===== src/hdl/gas_ram.sv =====
`timescale 1ns / 1ps

module gas_ram #(
	parameter int WIDTH = 8,
	parameter int DEPTH = 64,
	parameter int AW    = 6
) (
	input  logic             clk,
	input  logic             we,
	input  logic [AW-1:0]    waddr,
	input  logic [WIDTH-1:0] wdata,
	input  logic [AW-1:0]    raddr,
	output logic [WIDTH-1:0] rdata
);

	logic [WIDTH-1:0] mem_q [DEPTH];

	always_ff @(posedge clk) begin
		if (we) begin
			mem_q[waddr] <= wdata;
		end
	end

	always_ff @(posedge clk) begin
		rdata <= mem_q[raddr];
	end

endmodule


===== config.mk =====
export PLATFORM = sky130hd
export DESIGN_NAME = gas_ram
export DESIGN_NICKNAME = d
export VERILOG_FILES = /design/src/hdl/gas_ram.sv
export SDC_FILE = /design/constraint.sdc
export NUM_CORES = 1
export LEC_CHECK = 0
export BUFFER_PORTS_ARGS = -buffer_cell sky130_fd_sc_hd__buf_2
export CORE_MARGIN = 2
export CORE_UTILIZATION = 40
export DETAILED_ROUTE_END_ITERATION = 6
export PLACE_DENSITY = 0.59
export SYNTH_ARGS = -nofsm -noshare
export SYNTH_HDL_FRONTEND = slang
export SYNTH_SLANG_ARGS = --single-unit

===== constraint.sdc =====
create_clock -name clk -period 1.8 [get_ports clk]
set_input_delay 0.09 -clock clk [delete_from_list [all_inputs] [get_ports clk]]
set_output_delay 0.09 -clock clk [all_outputs]
set_load 0.01 [all_outputs]

==> run_results.csv <==
group,metric,value,unit
status,outcome,"finished, violations left",
status,violations,"setup timing",
drt,routedWlPerCell,25.01,um
timing,skew,0.009516,ns
timing,tightest_slew,1.218,ns
clock_network,clock_path_buffers,3,
timing,finalHoldViolCount,0,
logic_synthesis,synth-compound-area-share,0.02072,
clock_network,clk_pin_slew,0.06,ns
placement,hpwl,29780,um
worst_hold_path,hp-class,"in -> reg",
drt,wl,46220,um
worst_setup_path,required,2.26,ns
finish,fin_util,0.4791,
job,max_cap_viol_count,0,
drt,drtAntennaViolNets,0,
logic_synthesis,yosys.area_share.simple,0.03388,
logic_synthesis,ys_seq_area_frac,0.7703,
grt,grt_max_degree,65,
drt,vias_per_cell,5.402,
worst_setup_path,slowest_stage,"mux4_2",
timing,setup_viol,2,
finish,final_nets,1160,
logic_synthesis,synth_area_per_cell,21.45,sq um
finish,drive_above_1_share,0.3529,
clock_network,tritoncts,"built",
drt,initialDrtViolationCount,881,
finish,diodes,0,
finish,mostFrequentLayoutCells,"512 x edfxtp_1, 155 x buf_4, 126 x mux4_2",
clock_network,insertion_delay,0.59,ns
finish,nFillCells,4137,
worst_setup_path,critical_path_class,"reg -> reg",
logic_synthesis,synthFlopType,"edfxtp_1",
worst_setup_path,crit_chain,"mux4_2, mux4_2, o21ai_4, o41ai_1",
floorplan,die_x,228.5,um
placement,io_buffer_count,29,
drt,first_pass_iters,5,
floorplan,row_count,82,
worst_setup_path,slowest_delay,0.53,ns
logic_synthesis,synthMuxAreaShare,0.1594,
timing,finalSetupTns,-0.1126,ns
clock_network,cts_sinks,520,
timing,period_minus_slack,1.857,ns
logic_synthesis,synth_nets,962,
clock_network,htreeDepth,2,
logic_synthesis,synth-seq-cells,520,
grt,gr-total-overflow,0,
power_and_ir_drop,leakagePower,0.007779,uW
timing,grt_setup_unrepaired,"true",
timing,fmax,538.5,MHz
grt,grt_usage,0.1792,
worst_setup_path,cp_max_fo,1,
power_and_ir_drop,p_total,24930,uW
finish,area_growth,18.69,%
drt,vias,9982,
power_and_ir_drop,power_density,1042,nW/um^2
clock_network,cts_setup_buffers,0,
logic_synthesis,async_flop_share,0,
logic_synthesis,synth_top_family_by_area,"multiplexers",
worst_setup_path,path_common_cell,"mux4_2",
logic_synthesis,synthXorXnorAreaFrac,0,
clock_network,cts_made_buffers,51,
timing,finalCritPeriodShare,1.032,
logic_synthesis,synthAdderAreaFrac,0,
timing,slew_violations,0,
worst_setup_path,arrival,2.32,ns
logic_synthesis,synth_area,20170,sq um
logic_synthesis,synth_edf_count,512,
timing,slew_headroom,0.1877,
grt,antenna_found_initial,4,
logic_synthesis,synth_cell_types,40,
timing,worst_slack,-0.05688,ns
logic_synthesis,ys_warn_count,0,
floorplan,core-area,49970,sq um
floorplan,initial_core_util,0.4036,
logic_synthesis,synth_cells,940,
grt,grt_pass1_wl,68480,um
floorplan,dieArea,52230,sq um
grt,grt_pass1_vias,10277,
drt,drc,0,
worst_setup_path,crit_path_end_kind,"flip-flop",
finish,layout_commonest_cell,"edfxtp_1",
floorplan,die_h,228.5,um
placement,gp_congestion,0.7682,
clock_network,cts-root-buf,"clkbuf_16",
worst_setup_path,cp-start-kind,"flip-flop",
power_and_ir_drop,peakVddDrop,0.6273,mV
floorplan,top_level_ports,30,
through the flow:
| stage | hold slack, ns | area (sq um) | setup WS (ns) | cells |
|---|---|---|---|---|
| after floorplan | 0.1889 | 20170 | 0.04228 | 940 |
| after global routing | 0.04914 | 23940 | -0.09805 | 1848 |
| final | 0.03221 | 23940 | -0.05688 | 1848 |
| after global placement | 0.5308 | 22250 | -0.5079 | 1757 |
| after detailed placement | 0.5287 | 22250 | -0.5048 | 1757 |
| after CTS | 0.02221 | 23910 | -0.06391 | 1849 |
layer usage:
layer | up-vias | track usage | share of wire
li1 | 4321 | - | -
met1 | 5255 | 0.2515 | 0.43
met2 | 322 | 0.2813 | 0.47
met3 | 80 | 0.04092 | 0.066
met4 | 4 | 0.05351 | 0.026
met5 | - | 0 | 0.00065
cell type report:
cell class | count | area, sq um | share of cell area
well taps | 672 | 840.8 | 0.03513
flip-flops and latches | 520 | 15530 | 0.6490
clock buffers | 72 | 1458 | 0.06090
multi-input cells | 369 | 4422 | 0.1847
clock inverters | 19 | 113.9 | 0.004757
repair buffers | 196 | 1568 | 0.06550
worst max-delay path, delay by kind of cell, from the launching register on:
family,cells,cell delay (ns)
flops,1,0.37
mux,2,1.04
compound gates,2,0.32
what timing repair did:
action                                  CTS  global route
endpoints found under the setup margin    7             8
pin swaps                                 2             2
resized for setup                        13            11
hold buffers                              2             0
endpoints found under the hold margin     4             0
cloned                                    0             0
path summary, 6_finish.rpt:
kind | slack (ns) | end | from | cells after the start
worst min-delay path | 0.03 | mem_q[17][2] | wdata[2] | 1
worst max register to register | -0.06 | rdata[5] | mem_q[39][5] | 4
worst min register to register | 0.86 | rdata[2] | mem_q[23][2] | 4
worst max-delay path | -0.06 | rdata[5] | mem_q[39][5] | 4
state kept, by name, summed over array words and instances (netlist names):
| signal | cells |
|---|---|
| mem_q | 512 |
| rdata | 8 |
logic make-up (layout without fill, tap and decap cells):
family | after synthesis | in the layout
AOI/OAI and AO/OA | 54 | 54
muxes | 162 | 162
DFF | 520 | 520
buffers and inverters | 51 | 287
and+or+nand+nor | 153 | 153
cells in the mapped netlist, types with 2 or more instances:
library cell,instances,area [sq um]
mux2_2,13,146.4
o221a_2,2,22.52
a21oi_1,3,15.01
buf_6,4,45.04
buf_12,2,40.04
nor3_1,7,35.03
o2bb2ai_1,3,26.28
mux2i_1,23,230.2
nand4_1,2,12.51
o21ai_0,2,10.01
o22ai_1,8,50.05
a221oi_1,6,52.55
o32ai_1,2,17.52
a2111oi_0,2,17.52
o2111ai_1,3,26.28
o21ai_1,2,10.01
nor4_1,2,12.51
edfxtp_1,512,15370
mux4_2,126,2838
a22oi_1,3,22.52
a211oi_1,4,30.03
clkbuf_1,17,63.81
o21a_1,2,15.01
buf_1,4,15.01
nand2b_1,7,43.79
nand2_1,19,71.32
o41ai_1,2,17.52
nor2_1,83,311.6
o221ai_1,8,70.07
buf_2,11,55.05
nor2b_1,14,87.58
nand3b_1,3,22.52
nand3_1,13,65.06
dfxtp_1,8,160.2
buf_4,13,97.59
power by group:
group | switching, uW | internal (uW) | total [uW]
combinational | 820 | 608 | 1430
sequential | 47.8 | 13400 | 13500
clock | 4310 | 5740 | 10100
Note: power is estimated with default switching activity, not from simulation.
